$ cat src/port_knock_gate_unit_assert.svh
// assertion macros for the port knock gate
// no dependencies; included by the top level
`ifndef PORT_KNOCK_GATE_UNIT_ASSERT_SVH
`define PORT_KNOCK_GATE_UNIT_ASSERT_SVH

`ifndef SYNTHESIS
// check clocked on clock, ignored while reset is high
`define PKGATE_ASSERT(lbl, prop, msg) \
   lbl: assert property (@(posedge clock) disable iff (reset) prop) else $error(msg);
// check clocked on clock, active during reset too
`define PKGATE_ASSERT_ALWAYS(lbl, prop, msg) \
   lbl: assert property (@(posedge clock) prop) else $error(msg);
`else
`define PKGATE_ASSERT(lbl, prop, msg)
`define PKGATE_ASSERT_ALWAYS(lbl, prop, msg)
`endif

`endif

$ cat src/pkgate_pkg.sv
// types and constants shared by the port knock gate modules
// no dependencies
package pkgate_pkg;

   localparam int PORT_REGS   = 5;
   localparam int PORT_IDX_W  = 3;
   localparam int CSR_INDEX_W = 3;
   localparam int CSR_DATA_W  = 16;

   // protocol classes
   localparam logic [1:0] PROTO_TCP = 2'd0;
   localparam logic [1:0] PROTO_UDP = 2'd1;

   // reply kinds
   localparam logic [1:0] REPLY_NONE         = 2'd0;
   localparam logic [1:0] REPLY_TCP_RESET    = 2'd1;
   localparam logic [1:0] REPLY_PORT_UNREACH = 2'd2;

   // register indexes
   localparam logic [CSR_INDEX_W-1:0] CSR_KNOCK_FIRST  = 3'd0;
   localparam logic [CSR_INDEX_W-1:0] CSR_KNOCK_SECOND = 3'd1;
   localparam logic [CSR_INDEX_W-1:0] CSR_KNOCK_THIRD  = 3'd2;
   localparam logic [CSR_INDEX_W-1:0] CSR_KNOCK_FOURTH = 3'd3;
   localparam logic [CSR_INDEX_W-1:0] CSR_KNOCK_FIFTH  = 3'd4;
   localparam logic [CSR_INDEX_W-1:0] CSR_WINDOW       = 3'd5;
   localparam logic [CSR_INDEX_W-1:0] CSR_GUARD_TCP    = 3'd6;
   localparam logic [CSR_INDEX_W-1:0] CSR_GUARD_UDP    = 3'd7;

   // register reset values, knock 5 in the top slot
   localparam logic [PORT_REGS-1:0][15:0] KNOCK_PORT_RESET =
      {16'd42, 16'd1337, 16'd23, 16'd666, 16'd12345};
   localparam logic [7:0]  WINDOW_RESET    = 8'd2;
   localparam logic [15:0] GUARD_TCP_RESET = 16'd0;
   localparam logic [15:0] GUARD_UDP_RESET = 16'd0;

   typedef struct packed {
      logic [1:0]  proto_class;
      logic [15:0] dest_port;
      logic [31:0] source_addr;
      logic [31:0] now_seconds;
   } pkgate_req_type;

   typedef struct packed {
      logic       drop;
      logic [1:0] reply_kind;
   } pkgate_rsp_type;

   typedef struct packed {
      logic [PORT_REGS-1:0][15:0] knock_port;
      logic [7:0]                 window_seconds;
      logic [15:0]                guarded_tcp_port;
      logic [15:0]                guarded_udp_port;
   } pkgate_cfg_type;

   // per-protocol tracker status toward the decision logic
   typedef struct packed {
      logic guarded;
      logic grant;
   } pkgate_verdict_type;

endpackage

$ cat src/pkgate_csr.sv
// configuration registers of the port knock gate
// depends on pkgate_pkg
module pkgate_csr
   import pkgate_pkg::*;
(
   input  logic                   clock,
   input  logic                   reset,
   input  logic                   csr_valid,
   input  logic [CSR_INDEX_W-1:0] csr_index,
   input  logic [CSR_DATA_W-1:0]  csr_data,
   output logic                   csr_ready,
   output pkgate_cfg_type         cfg
);

   pkgate_cfg_type cfg_ff;

   assign csr_ready = 1'b1;
   assign cfg       = cfg_ff;

   always_ff @(posedge clock) begin
      if (reset) begin
         cfg_ff.knock_port       <= KNOCK_PORT_RESET;
         cfg_ff.window_seconds   <= WINDOW_RESET;
         cfg_ff.guarded_tcp_port <= GUARD_TCP_RESET;
         cfg_ff.guarded_udp_port <= GUARD_UDP_RESET;
      end else if (csr_valid && csr_ready) begin
         case (csr_index)
            CSR_KNOCK_FIRST, CSR_KNOCK_SECOND, CSR_KNOCK_THIRD,
            CSR_KNOCK_FOURTH, CSR_KNOCK_FIFTH: begin
               cfg_ff.knock_port[csr_index] <= csr_data;
            end
            CSR_WINDOW: begin
               cfg_ff.window_seconds <= csr_data[7:0];
            end
            CSR_GUARD_TCP: begin
               cfg_ff.guarded_tcp_port <= csr_data;
            end
            CSR_GUARD_UDP: begin
               cfg_ff.guarded_udp_port <= csr_data;
            end
            default: begin
            end
         endcase
      end
   end

endmodule

$ cat src/pkgate_track.sv
// knock progress tracker for one protocol, with its guarded-port check
// depends on pkgate_pkg
module pkgate_track
   import pkgate_pkg::*;
#(
   parameter int KNOCK_COUNT = 5,
   parameter int PROG_W      = 3
)(
   input  logic               clock,
   input  logic               reset,
   input  logic               upd_en,
   input  pkgate_req_type     req,
   input  pkgate_cfg_type     cfg,
   input  logic [15:0]        guard_port,
   input  logic [31:0]        allowed_addr,
   output pkgate_verdict_type verdict
);

   localparam logic [PROG_W-1:0] DONE = PROG_W'(KNOCK_COUNT);

   logic [PROG_W-1:0] prog_ff, prog_in, prog_adv;
   logic [31:0]       first_ff, first_in;
   logic [7:0]        prog_ext;
   logic [PORT_IDX_W-1:0] port_sel;
   logic [31:0]       elapsed;
   logic              adv_match;

   // steps past the last register reuse the fifth knock port
   always_comb begin
      prog_ext = {{(8 - PROG_W){1'b0}}, prog_ff};
      if (prog_ext >= 8'(PORT_REGS)) begin
         port_sel = PORT_IDX_W'(PORT_REGS - 1);
      end else begin
         port_sel = prog_ext[PORT_IDX_W-1:0];
      end
   end

   assign elapsed   = req.now_seconds - first_ff;
   assign adv_match = (prog_ff < DONE) && (req.dest_port == cfg.knock_port[port_sel]);

   always_comb begin
      prog_adv = prog_ff;
      if (adv_match) begin
         if (prog_ff == '0) begin
            prog_adv = PROG_W'(1);
         end else if (elapsed > {24'd0, cfg.window_seconds}) begin
            prog_adv = '0;
         end else begin
            prog_adv = prog_ff + PROG_W'(1);
         end
      end
   end

   // guarded decision sees the counter after this packet's knock
   assign verdict.guarded = (req.dest_port == guard_port);
   assign verdict.grant   = verdict.guarded &&
                            ((prog_adv == DONE) || (req.source_addr == allowed_addr));

   always_comb begin
      prog_in  = prog_ff;
      first_in = first_ff;
      if (upd_en) begin
         prog_in = verdict.grant ? '0 : prog_adv;
         if (adv_match && (prog_ff == '0)) begin
            first_in = req.now_seconds;
         end
      end
   end

   always_ff @(posedge clock) begin
      if (reset) begin
         prog_ff  <= '0;
         first_ff <= '0;
      end else begin
         prog_ff  <= prog_in;
         first_ff <= first_in;
      end
   end

endmodule

$ cat src/port_knock_gate_unit.sv
// port knock gate top level: input register, decision logic, result register
// depends on pkgate_pkg, pkgate_csr, pkgate_track, port_knock_gate_unit_assert.svh
//
//   channel | direction | handshake          | payload
//   --------+-----------+--------------------+------------------------------
//   req     | in        | req_valid/req_stall | pkgate_req_type header
//   rsp     | out       | rsp_valid/rsp_stall | pkgate_rsp_type drop, reply
//   csr     | in        | csr_valid/csr_ready | csr_index, csr_data
//
// one header per cycle sustained unless the result is stalled; each header passes
// through the input register and then the result register
// the knock counters and allowed address change as a header leaves the input
// register, so the next header sees them at once
// csr_ready is always high; reset is synchronous and restores register defaults
// a stalled result holds the input register, which then stalls the request side
`include "port_knock_gate_unit_assert.svh"

module port_knock_gate_unit
   import pkgate_pkg::*;
#(
   parameter int KNOCK_COUNT = 5
)(
   input  logic                   clock,
   input  logic                   reset,
   // header channel
   input  logic                   req_valid,
   output logic                   req_stall,
   input  pkgate_req_type         req_data,
   // result channel
   output logic                   rsp_valid,
   input  logic                   rsp_stall,
   output pkgate_rsp_type         rsp_data,
   // register writes
   input  logic                   csr_valid,
   output logic                   csr_ready,
   input  logic [CSR_INDEX_W-1:0] csr_index,
   input  logic [CSR_DATA_W-1:0]  csr_data
);

   localparam int PROG_W = $clog2(KNOCK_COUNT + 1);

   pkgate_cfg_type     cfg;
   pkgate_req_type     s1_ff;
   logic               s1_valid_ff, s1_valid_in;
   pkgate_rsp_type     rsp_ff, rsp_in;
   logic               rsp_valid_ff, rsp_valid_in;
   logic [31:0]        allowed_addr_ff, allowed_addr_in;
   pkgate_verdict_type tcp_verdict, udp_verdict;
   logic               out_free, s1_move, req_take;
   logic               is_tcp, is_udp, tcp_en, udp_en;

   pkgate_csr u_csr (
      .clock     (clock),
      .reset     (reset),
      .csr_valid (csr_valid),
      .csr_index (csr_index),
      .csr_data  (csr_data),
      .csr_ready (csr_ready),
      .cfg       (cfg)
   );

   // handshake and stage movement
   assign out_free  = !rsp_valid_ff || !rsp_stall;
   assign s1_move   = s1_valid_ff && out_free;
   assign req_stall = s1_valid_ff && !out_free;
   assign req_take  = req_valid && !req_stall;

   assign is_tcp = (s1_ff.proto_class == PROTO_TCP);
   assign is_udp = (s1_ff.proto_class == PROTO_UDP);
   assign tcp_en = s1_move && is_tcp;
   assign udp_en = s1_move && is_udp;

   pkgate_track #(
      .KNOCK_COUNT (KNOCK_COUNT),
      .PROG_W      (PROG_W)
   ) u_track_tcp (
      .clock        (clock),
      .reset        (reset),
      .upd_en       (tcp_en),
      .req          (s1_ff),
      .cfg          (cfg),
      .guard_port   (cfg.guarded_tcp_port),
      .allowed_addr (allowed_addr_ff),
      .verdict      (tcp_verdict)
   );

   pkgate_track #(
      .KNOCK_COUNT (KNOCK_COUNT),
      .PROG_W      (PROG_W)
   ) u_track_udp (
      .clock        (clock),
      .reset        (reset),
      .upd_en       (udp_en),
      .req          (s1_ff),
      .cfg          (cfg),
      .guard_port   (cfg.guarded_udp_port),
      .allowed_addr (allowed_addr_ff),
      .verdict      (udp_verdict)
   );

   // drop only guarded-port packets that were not granted; other protocols pass
   always_comb begin
      rsp_in.drop       = 1'b0;
      rsp_in.reply_kind = REPLY_NONE;
      if (is_tcp && tcp_verdict.guarded && !tcp_verdict.grant) begin
         rsp_in.drop       = 1'b1;
         rsp_in.reply_kind = REPLY_TCP_RESET;
      end else if (is_udp && udp_verdict.guarded && !udp_verdict.grant) begin
         rsp_in.drop       = 1'b1;
         rsp_in.reply_kind = REPLY_PORT_UNREACH;
      end
   end

   // a granted guarded packet makes its source the allowed address
   always_comb begin
      allowed_addr_in = allowed_addr_ff;
      if ((tcp_en && tcp_verdict.grant) || (udp_en && udp_verdict.grant)) begin
         allowed_addr_in = s1_ff.source_addr;
      end
   end

   always_comb begin
      if (req_take) begin
         s1_valid_in = 1'b1;
      end else if (s1_move) begin
         s1_valid_in = 1'b0;
      end else begin
         s1_valid_in = s1_valid_ff;
      end
      if (s1_move) begin
         rsp_valid_in = 1'b1;
      end else if (out_free) begin
         rsp_valid_in = 1'b0;
      end else begin
         rsp_valid_in = rsp_valid_ff;
      end
   end

   // control state
   always_ff @(posedge clock) begin
      if (reset) begin
         s1_valid_ff     <= 1'b0;
         rsp_valid_ff    <= 1'b0;
         allowed_addr_ff <= '0;
      end else begin
         s1_valid_ff     <= s1_valid_in;
         rsp_valid_ff    <= rsp_valid_in;
         allowed_addr_ff <= allowed_addr_in;
      end
   end

   // payload registers, no reset
   always_ff @(posedge clock) begin
      if (req_take) begin
         s1_ff <= req_data;
      end
      if (s1_move) begin
         rsp_ff <= rsp_in;
      end
   end

   assign rsp_valid = rsp_valid_ff;
   assign rsp_data  = rsp_ff;

   // allowed address moves only with a header leaving the input register
   `PKGATE_ASSERT(a_allowed_hold, !s1_move |=> $stable(allowed_addr_ff), "allowed address changed with no transfer")
   // other protocols are never dropped
   `PKGATE_ASSERT(a_other_pass, (s1_move && !is_tcp && !is_udp) |=> !rsp_data.drop, "non tcp/udp packet dropped")
   // a denied tcp header on the guarded port yields a tcp reset
   `PKGATE_ASSERT(a_tcp_reply, (tcp_en && tcp_verdict.guarded && !tcp_verdict.grant) |=> (rsp_data.reply_kind == REPLY_TCP_RESET), "denied tcp packet without tcp reset")

endmodule
$ cat config.mk
export PLATFORM = sky130hd
export DESIGN_NAME = port_knock_gate_unit
export DESIGN_NICKNAME = d
export VERILOG_FILES = /design/src/pkgate_pkg.sv /design/src/pkgate_csr.sv /design/src/pkgate_track.sv /design/src/port_knock_gate_unit.sv
export VERILOG_INCLUDE_DIRS = /design/src /design/src/src
export SDC_FILE = /design/constraint.sdc
export NUM_CORES = 1
export LEC_CHECK = 0
export ABC_CLOCK_PERIOD_IN_PS = 5400
export BUFFER_PORTS_ARGS = -buffer_cell sky130_fd_sc_hd__buf_2
export CAP_MARGIN = 20
export CORE_AREA = 2 2 219 221
export DETAILED_ROUTE_END_ITERATION = 7
export DIE_AREA = 0 0 221 223
export GPL_TIMING_DRIVEN = 0
export SETUP_SLACK_MARGIN = 0.4
export SYNTH_ARGS = -nofsm -noshare
export SYNTH_HDL_FRONTEND = slang
export SYNTH_HIERARCHICAL = 1
export SYNTH_SLANG_ARGS = --single-unit
$ cat constraint.sdc
create_clock -name clock -period 5.4 [get_ports clock]
set_input_delay 0.54 -clock clock [delete_from_list [all_inputs] [get_ports clock]]
set_output_delay 0.54 -clock clock [all_outputs]
set_load 0.01 [all_outputs]
==> results.cfg, run 1 <==
[status]
run_status = completed

[sta]
worst_clock_skew_ns = 0.0441
fmax_mhz = 203
worst_slew_margin_rel = 0.474
hold_viol_final = 0
finalSetupViolCount = 0
slew_viol_final = 0
finalWorstPathRequiredPeriod_ns = 4.93
worstMarginPinSlew_ns = 0.788
layout_setup_ws_ns = 0.475
unrepaired_setup_endpoints_after_global_routing = yes
totalNegativeSetupSlack_ns = 0
period_share = 0.912

[pwr]
report.power.total_uw = 5960
vdd_ir_drop_max_mv = 0.290
leakagePower_uw = 0.00886
cellPowerDensity_nw_per_um2 = 264

[yosys]
synth_most_common_cell = dfxtp_1
ys_dominant_reg_cell = dfxtp_1
postSynthNetCount = 2283
ys_seq_area_frac = 0.361
number_of_synthesized_flops_with_an_enable_pin = 85
synth.cell_area_sq_um = 19500
synth_top_area_share = 0.230
yosys_warnings = 6
fraction_of_registers_with_async_set_or_reset_after_synthesis = 0
synthCells = 2093
syn-mean-instance-area_sq_um = 9.30
synth.largest_area_cell = dfxtp_1
synth_top_cells_by_count = dfxtp_1 (224), mux2i_1 (210), nand2b_1 (194)
synth_area_leaders = dfxtp_1 (23%), edfxtp_1 (13%), mux2i_1 (11%)
count_of_state_elements_after_synthesis = 309
synthDistinctLibCells = 104

[floorplan]
ioPinCount = 112
floorplan.initialDensity = 0.413
fp.dieH_um = 223
fp.dieArea_sq_um = 49300
placementRows = 80
fp.coreArea_sq_um = 47100
fp.dieW_um = 221

[cts]
numCtsBuffers = 38
clock_sinks = 309
cts_tree = built
htreeDepth = 2
clk-insertion-delay-late_ns = 0.58
post_cts_hold_buffers = 0
clkTransAtPathRegs_ns = 0.06
clockBufferDepth = 3
cts.root.buffer_cell = clkbuf_16

[drt]
post_drt_wl_per_cell_um = 20.2
routed_wl_um = 58700
routed-via-count = 16000
drt_iter0_markers = 987
detail-route-antenna-nets = 0
detail_route.first_pass.iterations = 5
route.detailed.vias_per_inst = 5.48
post-route-drc-count = 0

[global_routing]
grt_pass1_wl_um = 91300
grt_start_max_net_pins = 37
grt_use_total = 0.234
grt_overflow_total = 0
grt_pass1_vias = 16200
antenna_found_initial = 0

[finish]
final.fill_count = 4461
design_area_sq_um = 22500
drive_above_1_share = 0.147
area_growth_syn_to_fin_pct = 15.8
final_layout_net_count = 2458
antennaDiodeCount = 0

[hold_path]
class_of_the_tightest_hold_or_removal_check = primary input to flip-flop

[job]
maxCapViolations = 0

[placed_design]
routabilityCongestion = 0.916
dpl_ws_ns = -0.140
dp.final_hpwl_um = 44000
place_area_sq_um = 20800
place.port_buffers = 110

[setup_path]
critPathCaptureType = flip-flop
critical_path_startpoint_category = flip-flop
timing.setup.critical_path_class = flip-flop to flip-flop
worst-endpoint-required_ns = 5.88
worst-path-max-fanout = 5
cp_data_arrival_time_ns = 5.41
-- critical path, stage by stage (launching register included) --
cell       delay, ns
edfxtp_1        0.40
ha_1            0.29
nor2b_4         0.13
o2111ai_2       0.22
nand2_1         0.13
a21o_1          0.19
a21oi_2         0.14
xnor2_1         0.10
ha_1            0.33
nand4_1         0.11
nand2b_4        0.14
a21oi_4         0.05
nor4_4          0.28
o2111ai_2       0.15
nor4_2          0.35
o2111ai_2       0.22
nor4_4          0.27
buf_4           0.19
o211a_4         0.18
o211ai_1        0.08
nand2_1         0.12
mux2i_2         0.10
nor3_4          0.15
buf_6           0.18
buf_12          0.13
mux2i_2         0.21
-- registers in the layout, summed over array words and instances (netlist names) --
signal and count:
u_csr/cfg 120, allowed_addr_ff 32, s1_ff 82, u_track_tcp/prog_ff 3, u_track_udp/first_ff 32, rsp_data 3, rsp_valid 1, u_track_udp/prog_ff 3
u_track_tcp/first_ff 32, s1_valid_ff 1
-- cells in the final DEF, fill, tap and decap left out, types with 20 or more instances in the layout --
cell       netlist  routed
buf_2           28     138
xnor2_1         64      64
nand2b_1       194     192
a211oi_1        26      25
inv_1          103     103
a21oi_1        123     118
a21o_1          20      20
buf_4            9      28
nor4_1          37      32
clkbuf_16        0      40
nand4_1         45      45
nor3_1          20      20
nor2_1         138     138
nand2_1        155     155
ha_1            82      79
mux2i_1        210     207
dfxtp_1        224     223
clkbuf_1        53      57
edfxtp_1        85      85
o21ai_0         61      58
xor2_1         112     112
-- through the flow --
step / hold slack, ns / utilization / std cells
after floorplan: 0.436 / - / 2093
after global placement: 0.442 / 0.441 / 2818
after detailed placement: 0.447 / 0.442 / 2820
after CTS: 0.112 / 0.472 / 2897
after global routing: 0.117 / 0.478 / 2912
final: 0.134 / 0.478 / 2912
-- final cells by class --
cell class / instances / area, sq um / share of cell area
Multi-Input combinational cell: 1571 / 11600 / 0.516
Sequential cell: 309 / 7040 / 0.312
Clock buffer: 46 / 1010 / 0.0448
Timing Repair Buffer: 135 / 800 / 0.0355
Tap cell: 615 / 769 / 0.0341
Buffer: 109 / 638 / 0.0283
Inverter: 104 / 390 / 0.0173
Clock inverter: 23 / 273 / 0.0121
-- where the power goes --
part | internal [uW] | switching, uW
Sequential | 2450 | 80.7
Combinational | 321 | 465
Clock | 1580 | 1070
Total | 4350 | 1610
-- final timing paths --
kind                       startpoint                  endpoint  slack (ns)  cells after the start
max                          s1_ff[1]       allowed_addr_ff[30]        0.47                     25
min                      req_data[65]                 s1_ff[65]        0.13                      1
max reg2reg                  s1_ff[1]       allowed_addr_ff[30]        0.47                     25
min reg2reg  u_track_udp/first_ff[26]  u_track_udp/first_ff[26]        0.45                      2
-- per-layer routing --
| metal | global-route usage | share of wire | vias to the layer above |
|---|---|---|---|
| li1 | - | - | 7766 |
| met5 | 0 | 0 | - |
| met3 | 0.0340 | 0.043 | 90 |
| met4 | 0.0667 | 0.026 | 0 |
| met1 | 0.299 | 0.44 | 7721 |
| met2 | 0.410 | 0.49 | 380 |
-- logic make-up (layout without fill, tap and decap cells) --
family,Yosys count,after routing,share of synthesized area
and+or+nand+nor,708,708,0.197
other,1,1,0.000193
adders and majority gates,84,84,0.0547
xor gates and xnor gates,176,176,0.0792
muxes,231,231,0.131
DFF,309,309,0.361
buffers and inverters,213,417,0.0520
AOI/OAI and AO/OA,371,371,0.125
-- what timing repair did --
| item | 4_1_cts | 5_1_grt |
|---|---|---|
| cloned | 0 | 2 |
| pin swaps | 5 | 22 |
| setup buffers | 8 | 12 |
| endpoints found under the setup margin | 33 | 33 |
| gates resized for setup | 14 | 31 |
| endpoints found under the hold margin | 0 | 0 |
Note: power is estimated with default switching activity, not from simulation.
==> run 2: changes to the inputs <==
--- a/config.mk
+++ b/config.mk
@@ -6,12 +6,13 @@
 export SDC_FILE = /design/constraint.sdc
 export NUM_CORES = 1
 export LEC_CHECK = 0
+export ABC_AREA = 1
 export ABC_CLOCK_PERIOD_IN_PS = 5400
 export BUFFER_PORTS_ARGS = -buffer_cell sky130_fd_sc_hd__buf_2
 export CAP_MARGIN = 20
-export CORE_AREA = 2 2 219 221
+export CORE_AREA = 2 2 225 227
 export DETAILED_ROUTE_END_ITERATION = 7
-export DIE_AREA = 0 0 221 223
+export DIE_AREA = 0 0 227 229
 export GPL_TIMING_DRIVEN = 0
 export SETUP_SLACK_MARGIN = 0.4
 export SYNTH_ARGS = -nofsm -noshare
==> run 2 against run 1 <==
Global-route usage increased by 3.7 points. Combinational power is essentially flat. Power increased by 4.6%. Sequential share of layout area shrank 1.3 points. Clock power increased by 9.4%. Wire length is 19% higher. Area after synthesis rose by 5.8%. Critical path type unchanged. Largest cell class unchanged.
==> results.cfg, run 2 <==
[placed_design]
place.port_buffers = 110
dp.final_hpwl_um = 55000
routabilityCongestion = 0.981

[finish]
final_layout_net_count = 3498
antennaDiodeCount = 0
area_growth_syn_to_fin_pct = 14.2
layout.cells.most_common_list = nand2_1 (947), inv_1 (454), nor2_1 (439)
final.fill_count = 5134
drive_above_1_share = 0.104
utilization = 0.474
layout.cells.most_common = nand2_1
largest_register_ff_count = 120

[setup_path]
critPathLaunch = s1_ff[2]
critical_path_startpoint_category = flip-flop
timing.setup.critical_path_class = flip-flop to flip-flop
cp_data_arrival_time_ns = 5.07
cpMaxStageDelayCell = edfxtp_1
worst-endpoint-required_ns = 5.88
slowest_delay_ns = 0.53
buf_inv_on_cp = 3
r2r-start = s1_ff[2]
top_cell_by_count_worst_path = nand2_1
path_delay_family = simple AND/OR/NAND/NOR gates
worst-path-max-fanout = 10
critPathCaptureType = flip-flop

[cts]
cts_tree = built
cts.root.buffer_cell = clkbuf_16
htreeDepth = 2
clkTransAtPathRegs_ns = 0.06
numCtsBuffers = 39
clockBufferDepth = 3
clock_sinks = 309
clk-insertion-delay-late_ns = 0.59

[yosys]
fraction_of_registers_with_async_set_or_reset_after_synthesis = 0
synth.largest_area_cell = dfxtp_1
synthCells = 3154
synth_top_cells_by_count = nand2_1 (947), inv_1 (455), nor2_1 (441)
yosys_warnings = 6
postSynthNetCount = 3344
syn-mean-instance-area_sq_um = 6.53
synth_most_common_cell = nand2_1
count_of_state_elements_after_synthesis = 309
synth_area_leaders = dfxtp_1 (22%), nand2_1 (17%), edfxtp_1 (12%)
synth.cell_area_sq_um = 20600
ys_dominant_reg_cell = dfxtp_1
synth_top_area_share = 0.218
synthDistinctLibCells = 41
number_of_synthesized_flops_with_an_enable_pin = 85
ys_seq_area_frac = 0.342

[floorplan]
fp.dieArea_sq_um = 52000
fp.coreArea_sq_um = 49700
floorplan.initialDensity = 0.415
fp.dieW_um = 227
fp.dieH_um = 229
placementRows = 82
ioPinCount = 112

[global_routing]
grt_pass1_vias = 20000
antenna_found_initial = 0
grt_pass1_wl_um = 109000
grt_use_total = 0.271
grt_start_max_net_pins = 63
grt_overflow_total = 0

[sta]
hold_viol_final = 0
fmax_mhz = 218
slew_viol_final = 0
worstMarginPinSlew_ns = 0.926
totalNegativeSetupSlack_ns = 0
worst_slew_margin_rel = 0.377
finalWorstPathRequiredPeriod_ns = 4.59
period_share = 0.851
unrepaired_setup_endpoints_after_global_routing = yes
finalSetupViolCount = 0
worst_clock_skew_ns = 0.0411

[hold_path]
class_of_the_tightest_hold_or_removal_check = primary input to flip-flop
hold_path_startpoint = req_data[67]

[pwr]
cellPowerDensity_nw_per_um2 = 265
report.power.total_uw = 6230
leakagePower_uw = 0.0114
vdd_ir_drop_max_mv = 0.266

[drt]
routed_wl_um = 70000
detail_route.first_pass.iterations = 6
route.detailed.vias_per_inst = 5.16
post-route-drc-count = 0
drt_iter0_markers = 1506
routed-via-count = 20700
post_drt_wl_per_cell_um = 17.5
detail-route-antenna-nets = 0

[status]
run_status = completed

[job]
maxCapViolations = 0
[run 2: cell count changes after synthesis, moves of 194 or more]
cell	change
nand3_1	+335
nand2b_1	-194
inv_1	+352
nand2_1	+792
mux2i_1	-210
nor2_1	+303
[run 2: timing repair]
action / in CTS / in global routing
endpoints found under the hold margin: 0 / 0
hold buffers: 0 / 0
buffers inserted: 0 / 2
gates resized for setup: 0 / 20
setup endpoints to repair: 0 / 34
[run 2: kinds of logic after synthesis]
group,Yosys count,synth area share
flip-flops,309,0.342
buffers and inverters,566,0.111
XOR/XNOR,85,0.0361
AO/OA/AOI/OAI,228,0.0700
other,1,0.000182
adder cells (fa/ha/maj),84,0.0517
AND/OR/NAND/NOR,1881,0.389
[run 2: worst paths after layout]
check	end	slack, ns	depth (start not counted)
worst max register to register	allowed_addr_ff[25]	0.81	29
worst max-delay path	allowed_addr_ff[25]	0.81	29
worst min-delay path	s1_ff[67]	0.12	1
worst min register to register	u_track_udp/first_ff[14]	0.47	2
[run 2: layer usage]
metal,part of all wire,wire length (um),track usage,up-vias
li1,-,-,-,10300
met1,0.42,29300,0.329,9570
met2,0.48,33600,0.470,666
met3,0.051,3550,0.0327,162
met4,0.052,3620,0.132,0
met5,0,0,0,-
[run 2: report_power, final]
| group | internal [uW] | total, uW | switching (uW) | leakage (uW) |
|---|---|---|---|---|
| clock | 1770 | 2900 | 1130 | 0.000698 |
| combinational | 271 | 786 | 515 | 0.00801 |
| sequential | 2460 | 2550 | 89.9 | 0.00265 |
| total | 4500 | 6230 | 1740 | 0.0114 |
[run 2: final cells by class]
cell class	instances	area [sq um]	area share
Multi-Input combinational cell	2279	11300	0.481
Sequential cell	309	7040	0.299
Inverter	460	1730	0.0735
Clock buffer	46	1050	0.0448
Tap cell	672	841	0.0357
Timing Repair Buffer	113	593	0.0252
Buffer	106	583	0.0248
Clock inverter	26	383	0.0163
[run 2: stage by stage]
step,worst slack [ns],cells,hold WS (ns),instance area [sq um]
finish,0.806,4011,0.124,23500
global placement,0.635,3936,0.454,22000
global route,0.398,4011,0.0957,23500
detailed placement,0.553,3937,0.460,22000
CTS,0.529,4009,0.0889,23500
floorplan,1.76,3154,0.443,20600
